File: config.mk
export PLATFORM = sky130hd
export DESIGN_NAME = packet_frame_multiplexer_flat
export DESIGN_NICKNAME = d
export VERILOG_FILES = /design/src/hw/rtl/pfm_pkg.sv /design/src/hw/rtl/pfm_in_if.sv /design/src/hw/rtl/pfm_out_if.sv /design/src/hw/rtl/pfm_noise_lfsr.sv /design/src/hw/rtl/pfm_framer.sv /design/src/hw/rtl/packet_frame_multiplexer.sv /design/src/flat_wrapper.sv
export VERILOG_INCLUDE_DIRS = /design/src /design/src/hw/rtl
export SDC_FILE = /design/constraint.sdc
export NUM_CORES = 1
export LEC_CHECK = 0
export BUFFER_PORTS_ARGS = -buffer_cell sky130_fd_sc_hd__buf_2
export CAP_MARGIN = 40
export CORE_MARGIN = 5
export CORE_UTILIZATION = 54
export CTS_BUF_LIST = sky130_fd_sc_hd__clkbuf_8
export DETAILED_ROUTE_END_ITERATION = 12
export GPL_TIMING_DRIVEN = 0
export PLACE_DENSITY = 0.83
export SLEW_MARGIN = 0
export SYNTH_ARGS = -nofsm -noshare
export SYNTH_HDL_FRONTEND = slang
export SYNTH_HIERARCHICAL = 1
export SYNTH_SLANG_ARGS = --single-unit
File: constraint.sdc
create_clock -name clk -period 6.55 [get_ports clk]
set_input_delay 0.3275 -clock clk [delete_from_list [all_inputs] [get_ports clk]]
set_output_delay 0.3275 -clock clk [all_outputs]
set_load 0.01 [all_outputs]
File: src/hw/rtl/packet_frame_multiplexer_assert.svh
// ----------------------------------------------------------------------------
// Packet frame multiplexer assertion macros
// Concurrent assertion shorthands sampled on clk and disabled in reset.
// ----------------------------------------------------------------------------
`ifndef PACKET_FRAME_MULTIPLEXER_ASSERT_SVH
`define PACKET_FRAME_MULTIPLEXER_ASSERT_SVH

// Same-cycle implication.
`define PFM_ASSERT_IMP(name, ante, cons) \
  name: assert property (@(posedge clk) disable iff (!rst_n) (ante) |-> (cons)) \
    else $error("packet frame multiplexer check failed");

// Next-cycle implication.
`define PFM_ASSERT_NXT(name, ante, cons) \
  name: assert property (@(posedge clk) disable iff (!rst_n) (ante) |=> (cons)) \
    else $error("packet frame multiplexer check failed");

`endif

File: src/hw/rtl/pfm_pkg.sv
// ----------------------------------------------------------------------------
// pfm_pkg
// Shared constants and types of the packet frame multiplexer.
// ----------------------------------------------------------------------------
`timescale 1ns / 1ps

package pfm_pkg;

  localparam int FRAME_BYTES_DEF = 256;
  localparam int MIN_START_ROOM  = 2;

  localparam logic [31:0] LFSR_MASK  = 32'h8020_0003;
  localparam logic [31:0] SEED_RESET = 32'h0000_0001;

  // Input word action codes.
  localparam logic ACT_BYTE = 1'b0;
  localparam logic ACT_IDLE = 1'b1;

  typedef struct packed {
    logic load;
    logic step;
  } noise_ctl_t;

  typedef struct packed {
    logic [7:0]  out_byte;
    logic        byte_taken;
    logic        frame_end;
    logic [15:0] frame_count;
    logic        first_valid;
    logic [7:0]  first_offset;
    logic        last_valid;
    logic [7:0]  last_offset;
    logic        underrun;
  } result_t;

endpackage

File: src/hw/rtl/pfm_in_if.sv
// ----------------------------------------------------------------------------
// pfm_in_if
// Input channel: one frame slot request word with valid/ready handshake.
// ----------------------------------------------------------------------------
`timescale 1ns / 1ps

interface pfm_in_if;
  logic       valid;
  logic       ready;
  logic       action;
  logic [7:0] packet_byte;
  logic       packet_end;

  modport source (output valid, output action, output packet_byte, output packet_end,
                  input ready);
  modport sink   (input valid, input action, input packet_byte, input packet_end,
                  output ready);
endinterface

File: src/hw/rtl/pfm_out_if.sv
// ----------------------------------------------------------------------------
// pfm_out_if
// Result channel: one frame content word with header fields on frame end.
// ----------------------------------------------------------------------------
`timescale 1ns / 1ps

interface pfm_out_if;
  logic        valid;
  logic        ready;
  logic [7:0]  out_byte;
  logic        byte_taken;
  logic        frame_end;
  logic [15:0] frame_count;
  logic        first_valid;
  logic [7:0]  first_offset;
  logic        last_valid;
  logic [7:0]  last_offset;
  logic        underrun;

  modport source (output valid, output out_byte, output byte_taken, output frame_end,
                  output frame_count, output first_valid, output first_offset,
                  output last_valid, output last_offset, output underrun,
                  input ready);
  modport sink   (input valid, input out_byte, input byte_taken, input frame_end,
                  input frame_count, input first_valid, input first_offset,
                  input last_valid, input last_offset, input underrun,
                  output ready);
endinterface

File: src/hw/rtl/pfm_noise_lfsr.sv
// ----------------------------------------------------------------------------
// pfm_noise_lfsr
// 32-bit Galois LFSR that supplies noise bytes for padding slots.
// ----------------------------------------------------------------------------
`timescale 1ns / 1ps

module pfm_noise_lfsr (
  input  logic               clk,
  input  logic               rst_n,
  input  pfm_pkg::noise_ctl_t ctl,
  input  logic [31:0]        seed,
  output logic [7:0]         noise_byte
);

  logic [31:0] lfsr_r;
  logic [31:0] lfsr_nxt;
  logic [31:0] lfsr_step;

  // The noise byte is the low byte of the state after one step.
  assign lfsr_step  = lfsr_r[0] ? ((lfsr_r >> 1) ^ pfm_pkg::LFSR_MASK) : (lfsr_r >> 1);
  assign noise_byte = lfsr_step[7:0];

  always_comb begin
    lfsr_nxt = lfsr_r;
    if (ctl.load) begin
      // A zero seed would lock the register up, so it is loaded as one.
      lfsr_nxt = (seed != 32'd0) ? seed : pfm_pkg::SEED_RESET;
    end else if (ctl.step) begin
      lfsr_nxt = lfsr_step;
    end
  end

  always_ff @(posedge clk) begin
    if (!rst_n) begin
      lfsr_r <= pfm_pkg::SEED_RESET;
    end else begin
      lfsr_r <= lfsr_nxt;
    end
  end

endmodule

File: src/hw/rtl/pfm_framer.sv
// ----------------------------------------------------------------------------
// pfm_framer
// Frame slot decision logic and per-frame bookkeeping registers.
// ----------------------------------------------------------------------------
`timescale 1ns / 1ps

module pfm_framer #(
  parameter int FRAME_BYTES = pfm_pkg::FRAME_BYTES_DEF
) (
  input  logic                clk,
  input  logic                rst_n,
  input  logic                fire,
  input  logic                action,
  input  logic [7:0]          packet_byte,
  input  logic                packet_end,
  input  logic [7:0]          noise_byte,
  output pfm_pkg::noise_ctl_t noise_ctl_o,
  output pfm_pkg::result_t    result
);

  localparam int POS_W = $clog2(FRAME_BYTES);
  localparam logic [POS_W-1:0] POS_LAST = POS_W'(FRAME_BYTES - 1);
  localparam logic [POS_W-1:0] POS_ROOM = POS_W'(FRAME_BYTES - pfm_pkg::MIN_START_ROOM);

  logic [POS_W-1:0] pos_r, pos_nxt;
  logic [15:0]      frame_num_r, frame_num_nxt;
  logic             inside_r, inside_nxt;
  logic             pad_r, pad_nxt;
  logic [7:0]       first_start_r, first_start_nxt;
  logic             first_seen_r, first_seen_nxt;
  logic [7:0]       last_start_r, last_start_nxt;
  logic             last_seen_r, last_seen_nxt;
  logic             step;
  logic             fend;
  logic             idle;

  assign idle = (action == pfm_pkg::ACT_IDLE);
  assign fend = (pos_r == POS_LAST);

  always_comb begin
    pos_nxt         = pos_r;
    frame_num_nxt   = frame_num_r;
    inside_nxt      = inside_r;
    pad_nxt         = pad_r;
    first_start_nxt = first_start_r;
    first_seen_nxt  = first_seen_r;
    last_start_nxt  = last_start_r;
    last_seen_nxt   = last_seen_r;
    step            = 1'b0;
    result          = '0;

    if (pad_r) begin
      step = 1'b1;
      result.out_byte = noise_byte;
    end else if (inside_r) begin
      if (!idle) begin
        result.out_byte   = packet_byte;
        result.byte_taken = 1'b1;
        if (packet_end) begin
          inside_nxt = 1'b0;
        end
      end else begin
        // Upstream ran dry in mid-packet; the packet stays open.
        step = 1'b1;
        result.out_byte = noise_byte;
        result.underrun = 1'b1;
      end
    end else if (pos_r > POS_ROOM || idle) begin
      pad_nxt = 1'b1;
      step    = 1'b1;
      result.out_byte = noise_byte;
    end else begin
      if (!first_seen_r) begin
        first_seen_nxt  = 1'b1;
        first_start_nxt = 8'(pos_r);
      end
      last_seen_nxt     = 1'b1;
      last_start_nxt    = 8'(pos_r);
      result.out_byte   = packet_byte;
      result.byte_taken = 1'b1;
      inside_nxt        = !packet_end;
    end

    result.frame_end = fend;
    if (fend) begin
      result.frame_count  = frame_num_r;
      result.first_valid  = first_seen_nxt;
      result.first_offset = first_seen_nxt ? first_start_nxt : 8'd0;
      result.last_valid   = last_seen_nxt;
      result.last_offset  = last_seen_nxt ? last_start_nxt : 8'd0;
      frame_num_nxt   = frame_num_r + 16'd1;
      pos_nxt         = '0;
      pad_nxt         = 1'b0;
      first_seen_nxt  = 1'b0;
      first_start_nxt = 8'd0;
      last_seen_nxt   = 1'b0;
      last_start_nxt  = 8'd0;
    end else begin
      pos_nxt = pos_r + POS_W'(1);
    end
  end

  assign noise_ctl_o.load = 1'b0;
  assign noise_ctl_o.step = fire && step;

  always_ff @(posedge clk) begin
    if (!rst_n) begin
      pos_r         <= '0;
      frame_num_r   <= 16'd0;
      inside_r      <= 1'b0;
      pad_r         <= 1'b0;
      first_start_r <= 8'd0;
      first_seen_r  <= 1'b0;
      last_start_r  <= 8'd0;
      last_seen_r   <= 1'b0;
    end else if (fire) begin
      pos_r         <= pos_nxt;
      frame_num_r   <= frame_num_nxt;
      inside_r      <= inside_nxt;
      pad_r         <= pad_nxt;
      first_start_r <= first_start_nxt;
      first_seen_r  <= first_seen_nxt;
      last_start_r  <= last_start_nxt;
      last_seen_r   <= last_seen_nxt;
    end
  end

endmodule

File: src/hw/rtl/packet_frame_multiplexer.sv
// ----------------------------------------------------------------------------
// packet_frame_multiplexer
// Packs packet bytes into fixed frames, one slot per word, with header info.
// ----------------------------------------------------------------------------
//
//   Channel   Direction  Handshake        Payload
//   in_chan   sink       valid / ready    action, packet_byte, packet_end
//   out_chan  source     valid / ready    out_byte .. underrun (one per slot)
//   cfg_      write      cfg_we           cfg_wdata = noise seed
//
// Every input word yields exactly one result word. An accepted word waits in
// the input register, and its result is registered into the result register
// when that register is empty or being drained. One word per clock is
// sustained while out_chan is not stalled: the slot logic is a single pass
// between the input register and the result register. Reset is synchronous
// on rst_n; the noise generator then holds seed one. A stall on out_chan
// holds the result register, and the input register still absorbs one more
// word.
// ----------------------------------------------------------------------------
`timescale 1ns / 1ps

module packet_frame_multiplexer #(
  parameter int FRAME_BYTES = pfm_pkg::FRAME_BYTES_DEF
) (
  input  logic        clk,
  input  logic        rst_n,
  pfm_in_if.sink      in_chan,
  pfm_out_if.source   out_chan,
  input  logic        cfg_we,
  input  logic [31:0] cfg_wdata
);

  // Input register stage.
  logic       s1_valid_r;
  logic       s1_action_r;
  logic [7:0] s1_byte_r;
  logic       s1_end_r;
  logic       s1_adv;
  logic       in_fire;

  // Result register stage.
  logic             out_valid_r;
  pfm_pkg::result_t out_r;
  pfm_pkg::result_t result;

  pfm_pkg::noise_ctl_t framer_ctl;
  pfm_pkg::noise_ctl_t noise_ctl;
  logic [7:0]          noise_byte;

  // The word in the input register moves on whenever the result register is
  // empty or being drained this cycle.
  assign s1_adv          = !out_valid_r || out_chan.ready;
  assign in_chan.ready   = !s1_valid_r || s1_adv;
  assign in_fire         = in_chan.valid && in_chan.ready;

  always_ff @(posedge clk) begin
    if (!rst_n) begin
      s1_valid_r <= 1'b0;
    end else if (in_chan.ready) begin
      s1_valid_r <= in_chan.valid;
    end
  end

  always_ff @(posedge clk) begin
    if (in_fire) begin
      s1_action_r <= in_chan.action;
      s1_byte_r   <= in_chan.packet_byte;
      s1_end_r    <= in_chan.packet_end;
    end
  end

  pfm_framer #(
    .FRAME_BYTES (FRAME_BYTES)
  ) u_framer (
    .clk         (clk),
    .rst_n       (rst_n),
    .fire        (s1_valid_r && s1_adv),
    .action      (s1_action_r),
    .packet_byte (s1_byte_r),
    .packet_end  (s1_end_r),
    .noise_byte  (noise_byte),
    .noise_ctl_o (framer_ctl),
    .result      (result)
  );

  // A seed write reloads the generator at once; user writes only while idle, unenforced.
  assign noise_ctl.load = cfg_we;
  assign noise_ctl.step = framer_ctl.step;

  pfm_noise_lfsr u_noise (
    .clk        (clk),
    .rst_n      (rst_n),
    .ctl        (noise_ctl),
    .seed       (cfg_wdata),
    .noise_byte (noise_byte)
  );

  always_ff @(posedge clk) begin
    if (!rst_n) begin
      out_valid_r <= 1'b0;
    end else if (s1_adv) begin
      out_valid_r <= s1_valid_r;
    end
  end

  always_ff @(posedge clk) begin
    if (s1_valid_r && s1_adv) begin
      out_r <= result;
    end
  end

  assign out_chan.valid        = out_valid_r;
  assign out_chan.out_byte     = out_r.out_byte;
  assign out_chan.byte_taken   = out_r.byte_taken;
  assign out_chan.frame_end    = out_r.frame_end;
  assign out_chan.frame_count  = out_r.frame_count;
  assign out_chan.first_valid  = out_r.first_valid;
  assign out_chan.first_offset = out_r.first_offset;
  assign out_chan.last_valid   = out_r.last_valid;
  assign out_chan.last_offset  = out_r.last_offset;
  assign out_chan.underrun     = out_r.underrun;

`include "packet_frame_multiplexer_assert.svh"

  // A consumed packet byte is never also an underrun slot.
  `PFM_ASSERT_IMP(a_taken_not_underrun, out_valid_r && out_r.byte_taken, !out_r.underrun)
  // Header fields stay zero except on the last slot of a frame.
  `PFM_ASSERT_IMP(a_header_only_at_end, out_valid_r && !out_r.frame_end,
                  out_r.frame_count == 16'd0 && !out_r.first_valid && !out_r.last_valid)
  // First and last packet starts are recorded together.
  `PFM_ASSERT_IMP(a_first_last_pair, out_valid_r, out_r.first_valid == out_r.last_valid)
  // A word held in the input register is not lost while the output stalls.
  `PFM_ASSERT_NXT(a_s1_holds, s1_valid_r && !s1_adv,
                  s1_valid_r && $stable(s1_byte_r) && $stable(s1_action_r))

endmodule
File: src/flat_wrapper.sv
// flat-port wrapper written by rule: the top's interface ports become plain ports
module packet_frame_multiplexer_flat 
#(
  parameter int FRAME_BYTES = pfm_pkg::FRAME_BYTES_DEF
)
  (clk, rst_n, cfg_we, cfg_wdata, in_chan_valid, in_chan_action, in_chan_packet_byte, in_chan_packet_end, in_chan_ready, out_chan_valid, out_chan_out_byte, out_chan_byte_taken, out_chan_frame_end, out_chan_frame_count, out_chan_first_valid, out_chan_first_offset, out_chan_last_valid, out_chan_last_offset, out_chan_underrun, out_chan_ready);
  pfm_in_if in_chan_i ();
  pfm_out_if out_chan_i ();
  input  logic clk;
  input  logic rst_n;
  input  logic cfg_we;
  input  logic [31:0] cfg_wdata;
  input wire logic [$bits(in_chan_i.valid)-1:0] in_chan_valid;
  input wire logic [$bits(in_chan_i.action)-1:0] in_chan_action;
  input wire logic [$bits(in_chan_i.packet_byte)-1:0] in_chan_packet_byte;
  input wire logic [$bits(in_chan_i.packet_end)-1:0] in_chan_packet_end;
  output wire logic [$bits(in_chan_i.ready)-1:0] in_chan_ready;
  output wire logic [$bits(out_chan_i.valid)-1:0] out_chan_valid;
  output wire logic [$bits(out_chan_i.out_byte)-1:0] out_chan_out_byte;
  output wire logic [$bits(out_chan_i.byte_taken)-1:0] out_chan_byte_taken;
  output wire logic [$bits(out_chan_i.frame_end)-1:0] out_chan_frame_end;
  output wire logic [$bits(out_chan_i.frame_count)-1:0] out_chan_frame_count;
  output wire logic [$bits(out_chan_i.first_valid)-1:0] out_chan_first_valid;
  output wire logic [$bits(out_chan_i.first_offset)-1:0] out_chan_first_offset;
  output wire logic [$bits(out_chan_i.last_valid)-1:0] out_chan_last_valid;
  output wire logic [$bits(out_chan_i.last_offset)-1:0] out_chan_last_offset;
  output wire logic [$bits(out_chan_i.underrun)-1:0] out_chan_underrun;
  input wire logic [$bits(out_chan_i.ready)-1:0] out_chan_ready;
  assign in_chan_i.valid = in_chan_valid;
  assign in_chan_i.action = in_chan_action;
  assign in_chan_i.packet_byte = in_chan_packet_byte;
  assign in_chan_i.packet_end = in_chan_packet_end;
  assign in_chan_ready = in_chan_i.ready;
  assign out_chan_valid = out_chan_i.valid;
  assign out_chan_out_byte = out_chan_i.out_byte;
  assign out_chan_byte_taken = out_chan_i.byte_taken;
  assign out_chan_frame_end = out_chan_i.frame_end;
  assign out_chan_frame_count = out_chan_i.frame_count;
  assign out_chan_first_valid = out_chan_i.first_valid;
  assign out_chan_first_offset = out_chan_i.first_offset;
  assign out_chan_last_valid = out_chan_i.last_valid;
  assign out_chan_last_offset = out_chan_i.last_offset;
  assign out_chan_underrun = out_chan_i.underrun;
  assign out_chan_i.ready = out_chan_ready;
  packet_frame_multiplexer #(.FRAME_BYTES(FRAME_BYTES)) u_core (.clk(clk), .rst_n(rst_n), .in_chan(in_chan_i), .out_chan(out_chan_i), .cfg_we(cfg_we), .cfg_wdata(cfg_wdata));
endmodule
==> results of run 1 <==
[metrics by stage]
step	setup WS [ps]	power [W]	instance area [um2]	util (%)
floorplan	2430	0.00103	5900	-
global placement	1320	0.00108	6540	60.5
detailed placement	3600	0.00108	6570	60.9
CTS	3570	0.00172	6950	64.4
global route	3360	0.00178	6950	64.4
finish	3590	0.00171	6950	64.4
[routing by layer]
metal | up-vias | share of wire, % | global-route usage (%)
met1 | 2172 | 41 | 24.5
met2 | 215 | 49 | 34.0
li1 | 2202 | - | -
met5 | - | 0.055 | 0
met4 | 2 | 1.4 | 6.89
met3 | 21 | 8.1 | 4.39
[worst max path at each step]
stage,startpoint,to,slack [ps],depth (start not counted)
finish,u_core/u_framer/pos_r[0],u_core/u_noise/lfsr_r[2],3590,11
detailed placement,u_core/u_framer/pos_r[0],u_core/u_noise/lfsr_r[8],3600,11
global route,u_core/u_framer/pos_r[0],u_core/u_noise/lfsr_r[4],3360,11
floorplan,u_core/out_chan.valid,u_core/u_framer/frame_num_r[13],2430,7
global placement,out_chan_ready,u_core/u_framer/frame_num_r[13],1320,8
CTS,u_core/u_framer/pos_r[0],u_core/u_noise/lfsr_r[2],3570,11
[area by class of cell]
type	count	area, um2	share of cell area [%]
Tap cell	140	175	2.52
Clock inverter	15	144	2.07
Inverter	11	41.3	0.594
Buffer	43	258	3.71
Sequential cell	133	3210	46.2
Timing Repair Buffer	94	488	7.02
Multi-Input combinational cell	369	2390	34.5
Clock buffer	17	234	3.37
[power groups by stage]
stage          combinational [W]  sequential, W  clock (W)
2_1_floorplan          0.0000906       0.000935          0
3_3_place_gp            0.000148       0.000928          0
3_5_place_dp            0.000155       0.000929          0
4_1_cts                 0.000157       0.000910   0.000658
5_1_grt                 0.000172       0.000913   0.000692
6_report                0.000157       0.000910   0.000645
[worst register-to-register path, stage by stage, from the launching register on]
cell and delay, ps:
sky130_fd_sc_hd__dfxtp_1 450, sky130_fd_sc_hd__inv_1 130, sky130_fd_sc_hd__ha_1 220, sky130_fd_sc_hd__nand2b_2 230, sky130_fd_sc_hd__o41ai_4 740, sky130_fd_sc_hd__and2_1 230, sky130_fd_sc_hd__buf_4 170, sky130_fd_sc_hd__buf_6 180
sky130_fd_sc_hd__mux2i_1 210, sky130_fd_sc_hd__nor2_1 50, sky130_fd_sc_hd__a21oi_1 150, sky130_fd_sc_hd__nor2_1 60
[flip-flops by register name, indices dropped and copies added, names as in the netlist, 8 cells and up]
name / count
u_core/out_chan.first_offset: 8
u_core/u_framer/pos_r: 8
u_core/out_chan.last_offset: 8
u_core/out_chan.out_byte: 8
u_core/out_chan.frame_count: 16
u_core/u_framer/last_start_r: 8
u_core/u_framer/first_start_r: 8
u_core/u_noise/lfsr_r: 32
u_core/s1_byte_r: 8
u_core/u_framer/frame_num_r: 16
==> results.md, run 1 <==
- The placed wire-length estimate after detailed placement is 9100 um.
- The worst-case hold slack is about 79 ps.
- The flow ran to the end, and the final reports show no timing, DRC or antenna violations.
- The hold violation total from the final report is 0.
- The worst setup path is of the flip-flop to flip-flop kind.
- The first global-routing pass estimated approximately 21000 um of wire.
- At the end of routability-driven placement, the weighted congestion stood at 0.871.
- The slowest stage of the critical path is the sky130_fd_sc_hd__o41ai_4 cell.
- The number of slew-limit violations in the final report is 0.
- The gate count of the mapped netlist is 556.
- Together, buffers and inverters on the worst path number 3.
- The leakage power is ~2.7 nW.
- Walking the worst path, the cells encountered are inv_1 -> ha_1 -> nand2b_2 -> o41ai_4 -> and2_1 -> buf_4 -> buf_6 -> mux2i_1 -> nor2_1 -> a21oi_1 -> nor2_1.
- The number of global-route vias before repair is 4467.
- On the worst path, the slowest cell contributes a delay of 740 ps.
- Setup violations remaining at the end of the flow were counted as 0.
- The internal power of the cells totals approximately 0.0013 W.
- The first routing iteration left 244 violations.
- The iteration count of the initial detailed-routing pass is 5.
- The critical path data required time is 6850 ps.
- The mapped cell area is 5900 um2.
- Along the worst path, the maximum fanout reaches 10.
- Sequential cells burn 53.2% of the power.
- For the pin with the worst max-slew slack, the measured transition is 773 ps.
- Pin placement for this block handled 94 I/O pins.
- The routed design has 12600 um of wire.
- The areal power density over the cells is around 250 nW/um2.
- The destination of the worst register-to-register timing path is u_core/u_noise/lfsr_r[2].
- For flop-to-flop paths, the worst setup slack is 3590 ps.
- In this run the tightest slew margin relative to its limit is about 48%.
- The period utilization is a little under half.
- Setup repair after global routing left no endpoint under its margin.
- The cell sitting at the root of the clock tree is a sky130_fd_sc_hd__clkbuf_8.
- The top cell types in the final layout, fill and taps aside, are sky130_fd_sc_hd__buf_2 (100), sky130_fd_sc_hd__nor2_1 (89), sky130_fd_sc_hd__dfxtp_1 (78).
- The clock reaches the later pin of the worst-skew pair after 430 ps.
- For this block, the via count after detailed routing is 4612.
- The total negative slack for setup checks is 0 ps.
- CTS saw 133 sinks.
- For this design, the CTS-stage hold fixing added 0 buffers.
- Counting every net in the synthesized netlist gives 606.
- In this run, placement finished with an instance count of 790.
- Of the cells placed in the final design, the portion with a size suffix greater than 1 is 26.5%.
- The pin count of the biggest net entering global routing is 34.
- The repair_antennas step left the layout with diodes totalling 0.
- The largest clock skew in the final design is 13.8 ps.
- For this run, design rule violations remaining after detail routing come to 0.
- The startpoint of the most critical register-to-register path is u_core/u_framer/pos_r[0].
- At the worst endpoint, the arrival time is 3260 ps.
- For this run, the top clock speed supported by timing is approximately 0.34 GHz.
- The post-CTS resize count is 0.
- A synthesized cell averages 10.6 um2.
- TritonCTS built the clock tree.
- The core area is 10800 um2.
- In the final routed layout, each cell accounts on average for 15.4 um.
- The number of non-filler instances in the completed layout is 822.
- The shortest clock period the worst path allows after layout is 2960 ps.
- The proportion of total power due to net switching is 24.3%.
- The analysis attributes to net switching a power of 0.000416 W.
- The die span in y is 115 um.
- The via density per instance is 5.61.
- For hold timing, the worst endpoint is u_core/s1_byte_r[7].
- The floorplan die area is 13100 um2.
- The net count reported at finish is between 700 and 800.
- The share of power burned in the clock network is a little under two fifths.
- The number of cells on the worst reg-to-reg path is 11.
- The clock passes through at most 2 buffers.
- The kind of start point of the critical path is a flip-flop.
- The layout overhead on the synthesized area is 17.8%.
- The library cell used most frequently in the layout, excluding fill and tap cells, is sky130_fd_sc_hd__buf_2.
- The number of setup buffers added after CTS is 0.
- The kind of end point of the critical path is a flip-flop.
- The type of the worst min-delay path is input port to flip-flop.
- The worst-case IR drop observed on VDD is between 0.1 and 0.15 mV.
- The initial antenna violation count was 1.
- In this design, the critical path's most frequently occurring cell is sky130_fd_sc_hd__nor2_1.
- The tool flagged a number of max-cap violations equal to 0.
- Port buffering added just over 90 buffers.
- The number of fillers in the final layout is 834.
- The number of CTS-inserted buffers is 17.
- The logic gate share of total power is 9.2%.
- The startpoint identified for the worst hold timing path is in_chan_packet_byte[7].
- Grouping stages by cell kind, the critical path spends the most delay in compound AO/OA/AOI/OAI gates.
- The H-tree depth is 4.
- The die is around 110 um wide.
- The total global routing track utilization is 19.8%.
- The initial utilization of the core area, before any placement, comes to 54.7%.
- After global routing the overflow that remains totals 0.
- The synthesis warning total is 6.
- The worst hold path cell count is 1.
- After floorplanning, the core was divided into 38 placement rows.
- The remaining antenna violation count after routing is 0.
- The clock-pin transition on the worst setup and hold timing paths is 70 ps.
(Power assumes the default switching activity.)
==> inputs of run 2 (changes only) <==
ABC_AREA = 1   (was not set)
clock period = 3 ns   (was 6.55 ns; I/O delays follow)
==> results.md, run 2 <==
- The total routed wirelength came to 14300 um (+13%).
- The least setup slack across all paths after layout was 501 ps (-3090 ps).
- The count of pins on the block boundary was 94 (unchanged).
- The final core area utilization is 69.0% (+4.6 points).
- The post-CTS resize count is 0 (unchanged).
- The number of global-route vias before repair is 5042 (+13%).
- The total nets after synthesis was 760 (+25%).
- Setup repair after global routing left no endpoint under its margin.
- The total power is 0.00411 W (+140%).
- The top cell types in the final layout, fill and taps aside, are sky130_fd_sc_hd__nand2_1 (164), sky130_fd_sc_hd__buf_2 (97), sky130_fd_sc_hd__dfxtp_1 (78).
- The core area is 10800 um2 (unchanged).
- The number of vias after detailed routing is 5294 (+15%).
- The worst setup path is of the flip-flop to flip-flop kind.
- The maximum clock frequency is 0.400 GHz (+18%).
- The number of CTS-inserted buffers is 17 (unchanged).
- The number of sinks handled by clock tree synthesis is 133 (unchanged).
- The maximum root-to-sink buffer count is 2 (unchanged).
- The areal power density over the cells is 553 nW/um2 (+120%).
- The placed wire-length estimate after detailed placement came to 9330 um (+2.6%).
- The type of the worst min-delay path is input port to flip-flop.
- The final estimated routing congestion in global placement is 0.890 (+2.1%).
- The total global routing track utilization was 22.5% (+2.7 points).
- The number of non-filler instances in the completed layout is 1015 (+23%).
- The critical path data required time is 3350 ps (-3500 ps).
- The average wire per standard cell was 14.1 um (-8.5%).
- The count of maximum capacitance violations is 0 (unchanged).
- The kind of end point of the critical path is a flip-flop.
- Clock tree synthesis selected as its root buffer the cell sky130_fd_sc_hd__clkbuf_8.
- The number of slew-limit violations in the final report came to 0 (unchanged).
- The remaining antenna violation count after routing is 0 (unchanged).
- The synthesis warning total came to 6 (unchanged).
- The shortest clock period the worst path allows after layout is 2500 ps (-456 ps).
- The final setup violation count came to 0 (unchanged).
- The cell count after placement is 944 (+19%).
- The gate count of the mapped netlist was 710 (+28%).
- The horizontal die dimension is 115 um (about the same).
- The hold violation total from the final report is 0 (unchanged).
- The iteration count of the initial detailed-routing pass is 7 (+2).
- The layout overhead on the synthesized area is 26.0%.
- The starting density of the core is 54.7% (+0.058 points).
- The flip-flop count of the largest register after layout is 32 (unchanged).
- The via density per instance is 5.22 (-7.0%).
- The insertion delay to the later sink of the worst-skew pair is 430 ps (about the same).
- The worst slew slack as a fraction of its limit was 61.5% (+13 points).
- The maximum vdd drop is 0.355 mV (+170%).
- The pin count of the biggest net entering global routing came to 30 (-12%).
- The library cell used most frequently in the layout, excluding fill and tap cells, is sky130_fd_sc_hd__nand2_1.
- The floorplan die area came to 13100 um2 (about the same).
- The register with the most flip-flops is u_core/u_noise/lfsr_r.
- The maximum net fanout on the critical path came to 29 (+19).
- The detailed router's first-iteration violation count is 362 (+48%).
- The clock-pin transition on the worst setup and hold timing paths is 70 ps (about the same).
- The worst-case hold slack is 61.3 ps (-17.8 ps).
- The global route total overflow is 0 (unchanged).
- The mapped cell area is 5910 um2 (+0.11%).
- The period utilization came to 83.3% (+38 points).
- The data arrival at the endpoint of the critical path is 2850 ps (-410 ps).
- The leakage power is 3.07 nW (+14%).
- The largest clock skew in the final design is 16.0 ps (+2.15 ps).
- The actual transition at the worst max-transition pin was 578 ps (-195 ps).
- The number of buffer cells added on primary ports was 92 (unchanged).
- The die span in y came to 115 um (about the same).
- The initial antenna violation count is 0 (-1).
- TritonCTS built the clock tree.
- The net count reported at finish came to 913 (+27%).
- The run finished with clean final reports.
- The number of design rule violations left after detail routing is 0 (unchanged).
- The number of standard-cell rows in the floorplan is 38 (unchanged).
- The share of post-route cells with drive strength above 1 is 19.2% (-7.3 points).
- The antenna diode count is 0 (unchanged).
- The first-pass GRT wire length is 23500 um (+12%).
- The kind of start point of the critical path is a flip-flop.
- The average size of a mapped cell came to 8.32 um2 (-22%).
- The H-tree depth came to 4 (unchanged).
- The pre-CTS setup slack is 559 ps (-3040 ps).
run 2: stage by stage:
stage	TNS (ps)	instance area [um2]
2_1_floorplan	0	5920
3_3_place_gp	-4930	6550
3_5_place_dp	0	6600
4_1_cts	0	7440
5_1_grt	0	7440
6_report	0	7440
run 2: path summary, 6_finish.rpt:
path / slack (ps) / cells after the start / startpoint / endpoint
worst max register to register: 500 / 10 / u_core/out_chan.valid / u_core/u_noise/lfsr_r[8]
worst min register to register: 460 / 2 / u_core/u_framer/last_seen_r / u_core/u_framer/last_seen_r
worst max-delay path: 500 / 10 / u_core/out_chan.valid / u_core/u_noise/lfsr_r[8]
worst min-delay path: 60 / 4 / out_chan_ready / u_core/out_chan.valid
run 2: routing by layer:
layer	wire [um]	global-route usage (%)	part of all wire (%)
met5	0	0	0
met4	265	9.11	1.9
met3	915	4.39	6.4
met2	7190	38.4	50
met1	5920	28.1	41
run 2: worst max-delay path: stages (launching register included):
cell and delay, ps:
sky130_fd_sc_hd__dfxtp_1 430, sky130_fd_sc_hd__a21oi_4 90, sky130_fd_sc_hd__buf_12 170, sky130_fd_sc_hd__buf_16 180
sky130_fd_sc_hd__inv_2 110, sky130_fd_sc_hd__clkbuf_1 420, sky130_fd_sc_hd__nor2_1 190, sky130_fd_sc_hd__inv_1 130
sky130_fd_sc_hd__clkbuf_1 340, sky130_fd_sc_hd__o21ai_0 160, sky130_fd_sc_hd__a21oi_1 180
run 2: timing repair:
item | in CTS | in global routing
hold buffers | 40 | 0
buffers inserted | 0 | 0
endpoints found under the setup margin | 0 | 0
hold endpoints to repair | 40 | 0
run 2: final cells by class:
cell class	instances	area (um2)
tap	140	175
clock inverter	14	209
sequential	133	3210
inverter	72	278
multi-input combinational	471	2230
timing repair buffer	134	908
clock buffer	17	234
fill	826	3350
buffer	34	194
run 2: power by group:
part / switching (W) / internal (W) / total, W
Sequential: 0.0000366 / 0.00196 / 0.00200
Combinational: 0.000260 / 0.000175 / 0.000436
Clock: 0.000701 / 0.000983 / 0.00168
